[src/mhpq_pkg.sv]
`timescale 1ns / 1ps

package mhpq_pkg;

    // Default number of heap entries
    localparam int CAPACITY = 16;

    // Fixed field widths
    localparam int DATA_W = 32;
    localparam int OCC_W  = 5;
    localparam int STAT_W = 2;

    // Result status codes
    typedef enum logic [STAT_W-1:0] {
        STAT_OK    = 2'd0,
        STAT_EMPTY = 2'd1,
        STAT_FULL  = 2'd2
    } status_t;

    // Request handed to the sift engine
    typedef struct packed {
        logic                     remove;
        logic signed [DATA_W-1:0] value;
    } req_t;

    // Result handed back by the sift engine
    typedef struct packed {
        status_t                  status;
        logic signed [DATA_W-1:0] removed_value;
        logic [OCC_W-1:0]         occupancy;
    } res_t;

endpackage

[src/max_heap_priority_queue_core.sv]
`timescale 1ns / 1ps

// Channel  Dir  tdata                                     tuser
// s_axis   in   [31:0] item_value                         [0] req_type
// m_axis   out  [31:0] removed_value, [36:32] occupancy   [1:0] status
//
// One request at a time, one result each.
// Insert opens a hole at the end and moves parents down into it until the value fits.
// Remove reads the root and the last entry, then moves the larger child up each level.
// A dropped insert or an empty remove skips the RAM; one RAM read per cycle sets the cost.
// Reset clears the state and the entry count; the heap RAM needs no clearing pass.
// The output register frees the engine as soon as it holds the result.

module max_heap_priority_queue_core #(
    parameter int CAPACITY = mhpq_pkg::CAPACITY
) (
    input  logic        clk,
    input  logic        rst_n,
    input  logic        s_tvalid,
    output logic        s_tready,
    input  logic [31:0] s_tdata,   // [31:0] item_value
    input  logic        s_tuser,   // [0] req_type
    output logic        m_tvalid,
    input  logic        m_tready,
    output logic [39:0] m_tdata,   // [31:0] removed_value, [36:32] occupancy, rest zero
    output logic [1:0]  m_tuser    // [1:0] status
);

    localparam int AW = $clog2(CAPACITY);

    mhpq_pkg::req_t                req;
    mhpq_pkg::res_t                res;
    logic                          res_valid;
    logic                          res_ready;
    logic                          wr_en;
    logic [AW-1:0]                 wr_addr;
    logic [mhpq_pkg::DATA_W-1:0]   wr_data;
    logic                          rd_en;
    logic [AW-1:0]                 rd_addr;
    logic [mhpq_pkg::DATA_W-1:0]   rd_data;

    logic                          m_valid_reg;
    mhpq_pkg::res_t                res_reg;

    assign req.remove = s_tuser;
    assign req.value  = $signed(s_tdata);

    mhpq_engine #(
        .CAPACITY (CAPACITY)
    ) u_engine (
        .clk       (clk),
        .rst_n     (rst_n),
        .req_valid (s_tvalid),
        .req_ready (s_tready),
        .req       (req),
        .res_valid (res_valid),
        .res_ready (res_ready),
        .res       (res),
        .wr_en     (wr_en),
        .wr_addr   (wr_addr),
        .wr_data   (wr_data),
        .rd_en     (rd_en),
        .rd_addr   (rd_addr),
        .rd_data   (rd_data)
    );

    mhpq_ram #(
        .WIDTH (mhpq_pkg::DATA_W),
        .DEPTH (CAPACITY)
    ) u_heap_ram (
        .clk     (clk),
        .wr_en   (wr_en),
        .wr_addr (wr_addr),
        .wr_data (wr_data),
        .rd_en   (rd_en),
        .rd_addr (rd_addr),
        .rd_data (rd_data)
    );

    // Output register: load when empty or when the held result transfers
    assign res_ready = !m_valid_reg || m_tready;

    always_ff @(posedge clk or negedge rst_n)
    begin
        if (!rst_n)
        begin
            m_valid_reg <= 1'b0;
        end
        else if (res_ready)
        begin
            m_valid_reg <= res_valid;
        end
    end

    always_ff @(posedge clk)
    begin
        if (res_ready && res_valid)
        begin
            res_reg <= res;
        end
    end

    assign m_tvalid = m_valid_reg;
    assign m_tdata  = {3'b000, res_reg.occupancy, res_reg.removed_value};
    assign m_tuser  = res_reg.status;

endmodule

[src/mhpq_ram.sv]
`timescale 1ns / 1ps

module mhpq_ram #(
    parameter int WIDTH = 32,
    parameter int DEPTH = 16
) (
    input  logic                     clk,
    input  logic                     wr_en,
    input  logic [$clog2(DEPTH)-1:0] wr_addr,
    input  logic [WIDTH-1:0]         wr_data,
    input  logic                     rd_en,
    input  logic [$clog2(DEPTH)-1:0] rd_addr,
    output logic [WIDTH-1:0]         rd_data
);

    logic [WIDTH-1:0] mem [DEPTH];

    // Write port and registered read port
    always_ff @(posedge clk)
    begin
        if (wr_en)
        begin
            mem[wr_addr] <= wr_data;
        end
        if (rd_en)
        begin
            rd_data <= mem[rd_addr];
        end
    end

endmodule

[src/mhpq_engine.sv]
`timescale 1ns / 1ps

module mhpq_engine #(
    parameter int CAPACITY = mhpq_pkg::CAPACITY,
    parameter int AW       = $clog2(CAPACITY),
    parameter int CW       = $clog2(CAPACITY + 1)
) (
    input  logic                        clk,
    input  logic                        rst_n,
    // request side
    input  logic                        req_valid,
    output logic                        req_ready,
    input  mhpq_pkg::req_t              req,
    // result side
    output logic                        res_valid,
    input  logic                        res_ready,
    output mhpq_pkg::res_t              res,
    // heap memory
    output logic                        wr_en,
    output logic [AW-1:0]               wr_addr,
    output logic [mhpq_pkg::DATA_W-1:0] wr_data,
    output logic                        rd_en,
    output logic [AW-1:0]               rd_addr,
    input  logic [mhpq_pkg::DATA_W-1:0] rd_data
);

    localparam int LW = AW + 1;

    typedef enum logic [3:0] {
        ST_IDLE,
        ST_UP_RD,
        ST_UP_CMP,
        ST_DN_RD_ROOT,
        ST_DN_RD_LAST,
        ST_DN_LOAD,
        ST_DN_RD_L,
        ST_DN_RD_R,
        ST_DN_CMP,
        ST_DONE
    } state_t;

    state_t                             state_reg, state_next;
    logic [CW-1:0]                      count_reg, count_next;
    logic [AW-1:0]                      pos_reg, pos_next;
    logic signed [mhpq_pkg::DATA_W-1:0] val_reg, val_next;
    logic signed [mhpq_pkg::DATA_W-1:0] lval_reg, lval_next;
    logic                               has_r_reg, has_r_next;
    mhpq_pkg::status_t                  status_reg, status_next;
    logic signed [mhpq_pkg::DATA_W-1:0] removed_reg, removed_next;

    logic [LW-1:0]                      l_idx;
    logic [LW-1:0]                      r_idx;
    logic [AW-1:0]                      parent_idx;
    logic                               has_l;
    logic                               has_r;
    logic                               pick_r;
    logic signed [mhpq_pkg::DATA_W-1:0] best_val;
    logic [AW-1:0]                      best_idx;

    // Tree navigation around the hole position
    assign l_idx      = {pos_reg, 1'b1};
    assign r_idx      = l_idx + LW'(1);
    assign parent_idx = (pos_reg - AW'(1)) >> 1;
    assign has_l      = l_idx < LW'(count_reg);
    assign has_r      = r_idx < LW'(count_reg);

    // Larger child, left one on a tie
    assign pick_r   = has_r_reg && ($signed(rd_data) > lval_reg);
    assign best_val = pick_r ? $signed(rd_data) : lval_reg;
    assign best_idx = pick_r ? r_idx[AW-1:0] : l_idx[AW-1:0];

    assign req_ready = (state_reg == ST_IDLE);
    assign res_valid = (state_reg == ST_DONE);

    assign res.status        = status_reg;
    assign res.removed_value = removed_reg;
    assign res.occupancy     = mhpq_pkg::OCC_W'(count_reg);

    // Sequence the sift one level at a time through the memory
    always_comb
    begin
        state_next   = state_reg;
        count_next   = count_reg;
        pos_next     = pos_reg;
        val_next     = val_reg;
        lval_next    = lval_reg;
        has_r_next   = has_r_reg;
        status_next  = status_reg;
        removed_next = removed_reg;
        wr_en        = 1'b0;
        wr_addr      = pos_reg;
        wr_data      = val_reg;
        rd_en        = 1'b0;
        rd_addr      = '0;

        unique case (state_reg)
            ST_IDLE:
            begin
                if (req_valid)
                begin
                    removed_next = '0;
                    status_next  = mhpq_pkg::STAT_OK;
                    if (!req.remove)
                    begin
                        if (count_reg >= CW'(CAPACITY))
                        begin
                            status_next = mhpq_pkg::STAT_FULL;
                            state_next  = ST_DONE;
                        end
                        else
                        begin
                            pos_next   = AW'(count_reg);
                            val_next   = req.value;
                            count_next = count_reg + CW'(1);
                            state_next = ST_UP_RD;
                        end
                    end
                    else
                    begin
                        if (count_reg == '0)
                        begin
                            status_next = mhpq_pkg::STAT_EMPTY;
                            state_next  = ST_DONE;
                        end
                        else
                        begin
                            count_next = count_reg - CW'(1);
                            state_next = ST_DN_RD_ROOT;
                        end
                    end
                end
            end

            ST_UP_RD:
            begin
                if (pos_reg == '0)
                begin
                    wr_en      = 1'b1;
                    state_next = ST_DONE;
                end
                else
                begin
                    rd_en      = 1'b1;
                    rd_addr    = parent_idx;
                    state_next = ST_UP_CMP;
                end
            end

            ST_UP_CMP:
            begin
                wr_en = 1'b1;
                if (val_reg > $signed(rd_data))
                begin
                    // move parent down into the hole
                    wr_data    = rd_data;
                    pos_next   = parent_idx;
                    state_next = ST_UP_RD;
                end
                else
                begin
                    state_next = ST_DONE;
                end
            end

            ST_DN_RD_ROOT:
            begin
                rd_en      = 1'b1;
                rd_addr    = '0;
                state_next = ST_DN_RD_LAST;
            end

            ST_DN_RD_LAST:
            begin
                removed_next = $signed(rd_data);
                rd_en        = 1'b1;
                rd_addr      = AW'(count_reg);
                state_next   = ST_DN_LOAD;
            end

            ST_DN_LOAD:
            begin
                val_next   = $signed(rd_data);
                pos_next   = '0;
                state_next = ST_DN_RD_L;
            end

            ST_DN_RD_L:
            begin
                if (!has_l)
                begin
                    wr_en      = 1'b1;
                    state_next = ST_DONE;
                end
                else
                begin
                    rd_en      = 1'b1;
                    rd_addr    = l_idx[AW-1:0];
                    state_next = ST_DN_RD_R;
                end
            end

            ST_DN_RD_R:
            begin
                lval_next  = $signed(rd_data);
                has_r_next = has_r;
                if (has_r)
                begin
                    rd_en   = 1'b1;
                    rd_addr = r_idx[AW-1:0];
                end
                state_next = ST_DN_CMP;
            end

            ST_DN_CMP:
            begin
                wr_en = 1'b1;
                if (best_val > val_reg)
                begin
                    // move larger child up into the hole
                    wr_data    = best_val;
                    pos_next   = best_idx;
                    state_next = ST_DN_RD_L;
                end
                else
                begin
                    state_next = ST_DONE;
                end
            end

            ST_DONE:
            begin
                if (res_ready)
                begin
                    state_next = ST_IDLE;
                end
            end

            default:
            begin
                state_next = ST_IDLE;
            end
        endcase
    end

    // Hold state and registered outputs
    always_ff @(posedge clk or negedge rst_n)
    begin
        if (!rst_n)
        begin
            state_reg  <= ST_IDLE;
            count_reg  <= '0;
            status_reg <= mhpq_pkg::STAT_OK;
        end
        else
        begin
            state_reg  <= state_next;
            count_reg  <= count_next;
            status_reg <= status_next;
        end
    end

    always_ff @(posedge clk)
    begin
        pos_reg     <= pos_next;
        val_reg     <= val_next;
        lval_reg    <= lval_next;
        has_r_reg   <= has_r_next;
        removed_reg <= removed_next;
    end

`ifndef ASSERT_OFF
    a_count_bound: assert property (@(posedge clk) disable iff (!rst_n)
        count_reg <= CW'(CAPACITY))
        else $error("heap count above capacity");

    a_no_write_idle: assert property (@(posedge clk) disable iff (!rst_n)
        (state_reg == ST_IDLE || state_reg == ST_DONE) |-> !wr_en)
        else $error("memory write outside a sift");

    a_no_rw_collide: assert property (@(posedge clk) disable iff (!rst_n)
        (wr_en && rd_en) |-> (wr_addr != rd_addr))
        else $error("read and write hit the same entry");

    a_full_drop: assert property (@(posedge clk) disable iff (!rst_n)
        (req_valid && req_ready && !req.remove && count_reg == CW'(CAPACITY))
        |=> (state_reg == ST_DONE && status_reg == mhpq_pkg::STAT_FULL
             && $stable(count_reg)))
        else $error("insert into full heap not dropped");
`endif

endmodule

[config.mk]
export PLATFORM = sky130hd
export DESIGN_NAME = max_heap_priority_queue_core
export DESIGN_NICKNAME = d
export VERILOG_FILES = /design/src/mhpq_pkg.sv /design/src/max_heap_priority_queue_core.sv /design/src/mhpq_ram.sv /design/src/mhpq_engine.sv
export SDC_FILE = /design/constraint.sdc
export NUM_CORES = 1
export LEC_CHECK = 0
export ABC_AREA = 0
export BUFFER_PORTS_ARGS = -buffer_cell sky130_fd_sc_hd__buf_2
export CAP_MARGIN = 10
export CORE_MARGIN = 1.5
export CORE_UTILIZATION = 60
export DETAILED_ROUTE_END_ITERATION = 8
export PLACE_DENSITY_LB_ADDON = 0.12
export SYNTH_ARGS = -nofsm -noshare
export SYNTH_HDL_FRONTEND = slang
export SYNTH_HIERARCHICAL = 1
export SYNTH_SLANG_ARGS = --single-unit
[constraint.sdc]
create_clock -name clk -period 8 [get_ports clk]
set_input_delay 0.8 -clock clk [delete_from_list [all_inputs] [get_ports clk]]
set_output_delay 0.8 -clock clk [all_outputs]
set_load 0.05 [all_outputs]
* Word level (Yosys, flattened, before mapping)
Memories as Yosys holds them, arrays and structs flattened. A register that Yosys moved wholly into a read port is not among the register bits.
Index checks and enable logic that the tools add are counted.
** Storage, ports and cells
- Input bits :: 37
- Latch bits :: 0
- Logic and storage cells :: 104
- RAM bits :: 512
- Output and inout bits :: 44
- Bits in registers :: 152
- Memories :: 1
- ROM bits :: 0
** Memory list
- u_heap_ram.mem :: depth 16, bits a word 32, rd ports 1, clocked after memory_dff 1, write ports 1, RTL line mhpq_ram.sv:16 : logic [WIDTH-1:0] mem [DEPTH];
** Operators by class
- Reduce and logical (&&, ||, !) cells :: 18
- Divide/modulo/power cells :: 0
- $lt $le $gt $ge :: 6
- Multiply operators :: 0
- Equality and inequality tests :: 17
- Mux-type cells :: 46
- $add $sub $neg :: 4
- Shifts and indexed selects :: 0
- Bitwise gates (word level) :: 0
** Operator list (number)
- $mux W32 :: 7
- $pmux W32 S2 :: 3
- $gt A32 B32 Y1 :: 3
- $mux W4 :: 17
- $pmux W4 S10 :: 1
- $pmux W4 S4 :: 2
- $eq A4 B3 Y1 const B :: 4
- $mux W5 :: 3
- $add A5 B1 Y5 const B :: 2
- $lt A5 B5 Y1 :: 2
- $ne A2 B2 Y1 const B :: 5
- $eq A4 B2 Y1 const B :: 2
- $eq A4 B4 Y1 const B :: 2
- $logic_not A4 Y1 :: 2
- $mux W1 :: 8
- $reduce_and A4 Y1 :: 2
- $ne A2 B1 Y1 const B :: 3
- $reduce_and A2 Y1 :: 3
- $reduce_and A6 Y1 :: 1
- $ge A5 B5 Y1 const B :: 1
- $logic_not A5 Y1 :: 1
- $sub A5 B1 Y5 const B :: 1
- $eq A4 B1 Y1 const B :: 1
- $mux W2 :: 2
- other kinds (10) :: 13

* Longest topological paths before layout
- Depth in word-level cells :: 6
- Depth in mapped cells :: 21
- Depth with buffers taken out :: 18

* Modules after synthesis
Netlist, hierarchy kept.
** Modules (own cells, without submodules)
- mhpq_ram :: times used 1, area each 20155.6 µm², cells each 838, seq. area each 16335.7 µm²
- mhpq_engine :: times used 1, area each 8329.2 µm², cells each 831, seq. area each 3308.2 µm²
- max_heap_priority_queue_core :: times used 1, area each 1251.2 µm², cells each 47, seq. area each 1196.1 µm²

* Worst setup path after synthesis
Ideal clock, no wire load.
- Path type :: register to register
- From :: reg u_heap_ram.rd_data[7], read port of u_heap_ram.mem
- To :: mem u_heap_ram.mem[0][12], data pin
- Period minus slack after synthesis :: 5.377 ns
- Setup slack :: 2.623 ns
- Library setup time :: 0.355 ns
- Data required time :: 7.645 ns
- Stages on the path, launching flop included :: 20
- Buffers on the path :: 3
- Arrival :: 5.022 ns
- Path through :: edfxtp_1 -> ha_1 -> a21oi_1 -> o21ai_0 -> a2111o_1 -> o32ai_1 -> a211o_4 -> buf_2 -> clkbuf_1 -> o21ai_0 -> ha_1 -> nand4_1 -> nor4_1 -> nor2b_1 -> a31oi_1 -> o211ai_1 -> nand2_1 -> nand3_2 -> buf_6 -> a222oi_1
** On the way
- Longest elaborated chain between the ends :: 6
- Elaborated cells on any way between the ends :: 8
- Those cells by class :: order compare: 3; mux: 4; reduce/logical: 1
** Ends and longest elaborated chain
- from (decl) :: RTL line mhpq_ram.sv:13 : output logic [WIDTH-1:0] rd_data
- $gt A32 B32 Y1 :: RTL line mhpq_engine.sv:68 : assign pick_r = has_r_reg && ($signed(rd_data) > lval_reg);
- $logic_and A1 B1 Y1 :: RTL line mhpq_engine.sv:68
- $mux W32 :: RTL line mhpq_engine.sv:69 : assign best_val = pick_r ? $signed(rd_data) : lval_reg;
- $gt A32 B32 Y1 :: RTL line mhpq_engine.sv:217 : if (best_val > val_reg)
- $mux W32 :: RTL line mhpq_engine.sv:217
- $pmux W32 S2 * :: RTL line mhpq_engine.sv:96 : unique case (state_reg)
- named net wr_data, one bit :: RTL line max_heap_priority_queue_core.sv:37 : logic [mhpq_pkg::DATA_W-1:0] wr_data;
- to (decl) :: RTL line mhpq_ram.sv:16
Mark *: on every way through the listed nets, which the timed path passes. The rest lies on a longest branch.

* Worst setup path after layout
- From :: reg u_heap_ram.rd_data[19], read port of u_heap_ram.mem
- To :: mem u_heap_ram.mem[1][29], data pin
Same word-level chain as after synthesis.

==> metrics.md <==
| Metric | Value |
|---|---|
| Total CTS buffers | 72 |
| Critical path launch point | u_heap_ram/rd_data[19]$_DFFE_PP_ |
| GR Util met3 | 5.45% |
| Area Overhead vs Synth | 11.8% |
| Setup Crit Path Kind | flop to flop |
| Final Max Tran Viols | 0 |
| Outcome | finished clean |
| Antenna cells | 0 |
| Hold_buf cts | 0 |
| Core footprint | slightly below 0.05 mm² |
| Max reg flops | 512 |
| Drt total wl | 72700 µm |
| Postcts setup bufs | 0 |
| TritonCTS clock tree | yes |
| Leading cell types in the layout, fill and taps excluded | edfxtp_1, mux4_2, inv_1, ha_1, nand2_1 |
| Post-Synthesis Cells | 1716 |
| Worst EP required | 8.44 ns |
| Largest net degree at the start of global routing | 85 |
| Worst Tran Pin Value | 0.926 ns |
| Placed insts | 2423 |
| Delay of the slowest critical-path stage | 0.75 ns |
| Final Total Pwr | 13.3 mW |
| Reg with most FFs | u_heap_ram/mem |
| Initial Util | between 60% and 70% |
| VDD IR max | 0.287 mV |
| PwrDens | 399 mW/mm² |
| Die W | about 230 µm |
| Synth Flop Type | edfxtp_1 |
| CP max stage cell | nor4_1 |
| Post-cts sizing count | 0 |
| Total of max-cap violations | 0 |
| Htree depth | 3 |
| Final min period | 6.51 ns |
| Library cells used by synthesis | 73 |
| Multi-input gate area | 0.00822 mm² |
| Clock Path Buffers | 3 |
| Startpoint types | flop |
| I/O pin cnt | 81 |
| Post-synthesis average cell area | 17.3 µm² |
| Vias | 16626 |
| Die Ht | around 230 µm |
| Fmax | 154 MHz |
| Full die area | 0.0509 mm² |
| Asr flop ratio synth | 1.72% |
| Final worst-path cycle share | 81.4% |
| Global placement routability congestion | 0.932 |
| Nets@finish | about 2000 |
| Share of post-route cells with drive strength above 1 | 22.2% |
| Tot GR Track Use | between 20% and 30% |
| DRC Markers | 0 |
| Final ANT Viol Nets | 0 |
| Most Crowded Layer GR | met2 |
| Vias in the first global route | 16347 |
| Worst Path Max Fanout | 70 |
| Worst Hold Class | primary input to asynchronous set/reset pin |
| R2r startpoint | u_heap_ram/rd_data[19]$_DFFE_PP_ |
| Initial antenna violation count | 1 |
| First-pass GRT wire length | 108000 µm |
| WL per Instance | between 20 and 30 µm |
| Synth Cell Area | 0.0297 mm² |
| Synthesis-stage register bit count | 696 |
| Iter 0 DRT Violations | 2166 |
| Clk_skew | 0.0190 ns |
| Post-synth EDFFs | around 680 |
| Setup TNS | 0 ns |
| Crit. End Element | flop |
| Met2 usage | 44.8% |
| Buffers on Ports | 77 |
| Worst skew pair latency | 0.61 ns |
| Row Count | 81 |
| Cell leakage power | ~12 nW |
| 1st-pass router iterations | 6 |
| Post-DR vias/cell | 6.53 |
| Reg area | 0.0208 mm² |
| Seq/Total Area, Yosys | 70.1% |
| CP Cell Sequence | ha_1 -> nand4_1 -> nor4_1 -> o32ai_1 -> a211o_4 -> nand2_1 -> o21ai_0 -> ha_1 -> nand4_1 -> nor4_1 -> o21ai_0 -> a31oi_1 -> o211ai_1 -> nand2_1 -> nand3_2 -> buf_4 -> a222oi_1 -> buf_4 |
| DP Wirelength | 41700 µm |
| Routing usage on met1 | 43.8% |
| WHS | 0.0831 ns |
| Reg clk slew, reported paths | 0.07 ns |
| Critical Path AT | 6.95 ns |
| Rel. slew slack | 38.3% |
| Commonest non-fill, non-tap cell in the layout | edfxtp_1 |
| Fillers | 3206 |
| Final setup vio count | 0 |
| RSZ-0062 raised after global routing | false |
| Total global routing overflow | 0 |
| Sink Count | 696 |
| Hold Fails Final Rpt | 0 |
| Post-Layout Cell Count | roughly 2500 |
| Synthesis Warnings | 6 |
| Clock Tree Root | clkbuf_16 |
## layout make-up
cell class	count	area share [%]
clock buffer	85	5.63
tap	664	2.50
inverter	113	1.28
sequential	696	62.7
clock inverter	37	1.00
timing repair buffer	120	2.19
multi-input combinational	831	24.7
## critical path: cells and delay by family (launching register included)
kind / cells / cell delay [ns]
adder cells (fa/ha/maj): 2 / 0.72
flip-flops: 1 / 0.47
buffers and inverters: 2 / 0.66
AND/OR/NAND/NOR: 7 / 2.28
AO/OA/AOI/OAI: 7 / 2.14
## synth_stat cells (all sizes together), types with 4 or more instances
cell type  number  area, µm²
edfxtp        684      20500
mux4          128       2880
inv           113        424
ha            110       1380
nand2         103        387
a22oi          67        503
o21ai          56        280
a21oi          46        230
buf            41        288
nor2           39        149
clkbuf         37        139
and3           33        206
mux2           32        360
a221o          27        273
and2           27        171
nand4          20        125
nand3          18        100
dfrtp          12        300
nor3           12       60.1
a21o           10       76.3
nand2b         10       70.1
nor2b          10       62.6
a222oi          9       90.1
xnor2           6       52.6
o21a            5       37.5
xor2            5       43.8
nand3b          4       30.0
o211ai          4       30.0
## final timing paths
check / slack (ns) / end / cells past startpoint
hold / removal: 0.08 / u_engine/state_reg[0]$_DFFE_PN0P_ / 1
setup reg to reg: 1.49 / u_heap_ram/mem[1][29]$_DFFE_PP_ / 18
setup / recovery: 1.49 / u_heap_ram/mem[1][29]$_DFFE_PP_ / 18
max in group asynchronous: 7.65 / u_engine/status_reg[1]$_DFFE_PN0P_ / 1
min in group clk: 0.42 / m_tdata[24]$_DFFE_PP_ / 0
hold reg to reg: 0.42 / m_tdata[24]$_DFFE_PP_ / 0
## layer usage
layer	up-vias	wire [µm]
met1	8521	30600
li1	7070	-
met3	128	6770
met4	0	2060
met2	907	33300
met5	-	0
## where the power goes
part           switching, mW  leakage, nW  internal (mW)
clock                   1.34         1.07           1.83
sequential             0.390         6.37           5.18
combinational           2.84         4.17           1.68
## metrics by stage
| stage | cell area (µm²) | util, % | worst slack, ns |
|---|---|---|---|
| floorplan | 29700 | - | 2.62 |
| global placement | 31000 | 63.4 | 1.89 |
| detailed placement | 31000 | 63.4 | 1.70 |
| CTS | 33200 | 67.9 | 1.65 |
| global route | 33200 | 67.9 | 1.23 |
| finish | 33200 | 67.9 | 1.49 |
## logic make-up (layout without fill, tap and decap cells)
family                   after synthesis  count (layout)  share of synthesized area (%)
other                                  1               3                         0.0126
XOR/XNOR                              11              11                          0.324
buffers and inverters                191             355                           2.86
AND/OR/NAND/NOR                      290             290                           4.99
adder cells (fa/ha/maj)              111             111                           4.70
flip-flops                           696             696                           70.1
multiplexers                         162             162                           11.0
AO/OA/AOI/OAI                        254             254                           6.06
(Power assumes the default switching activity.)
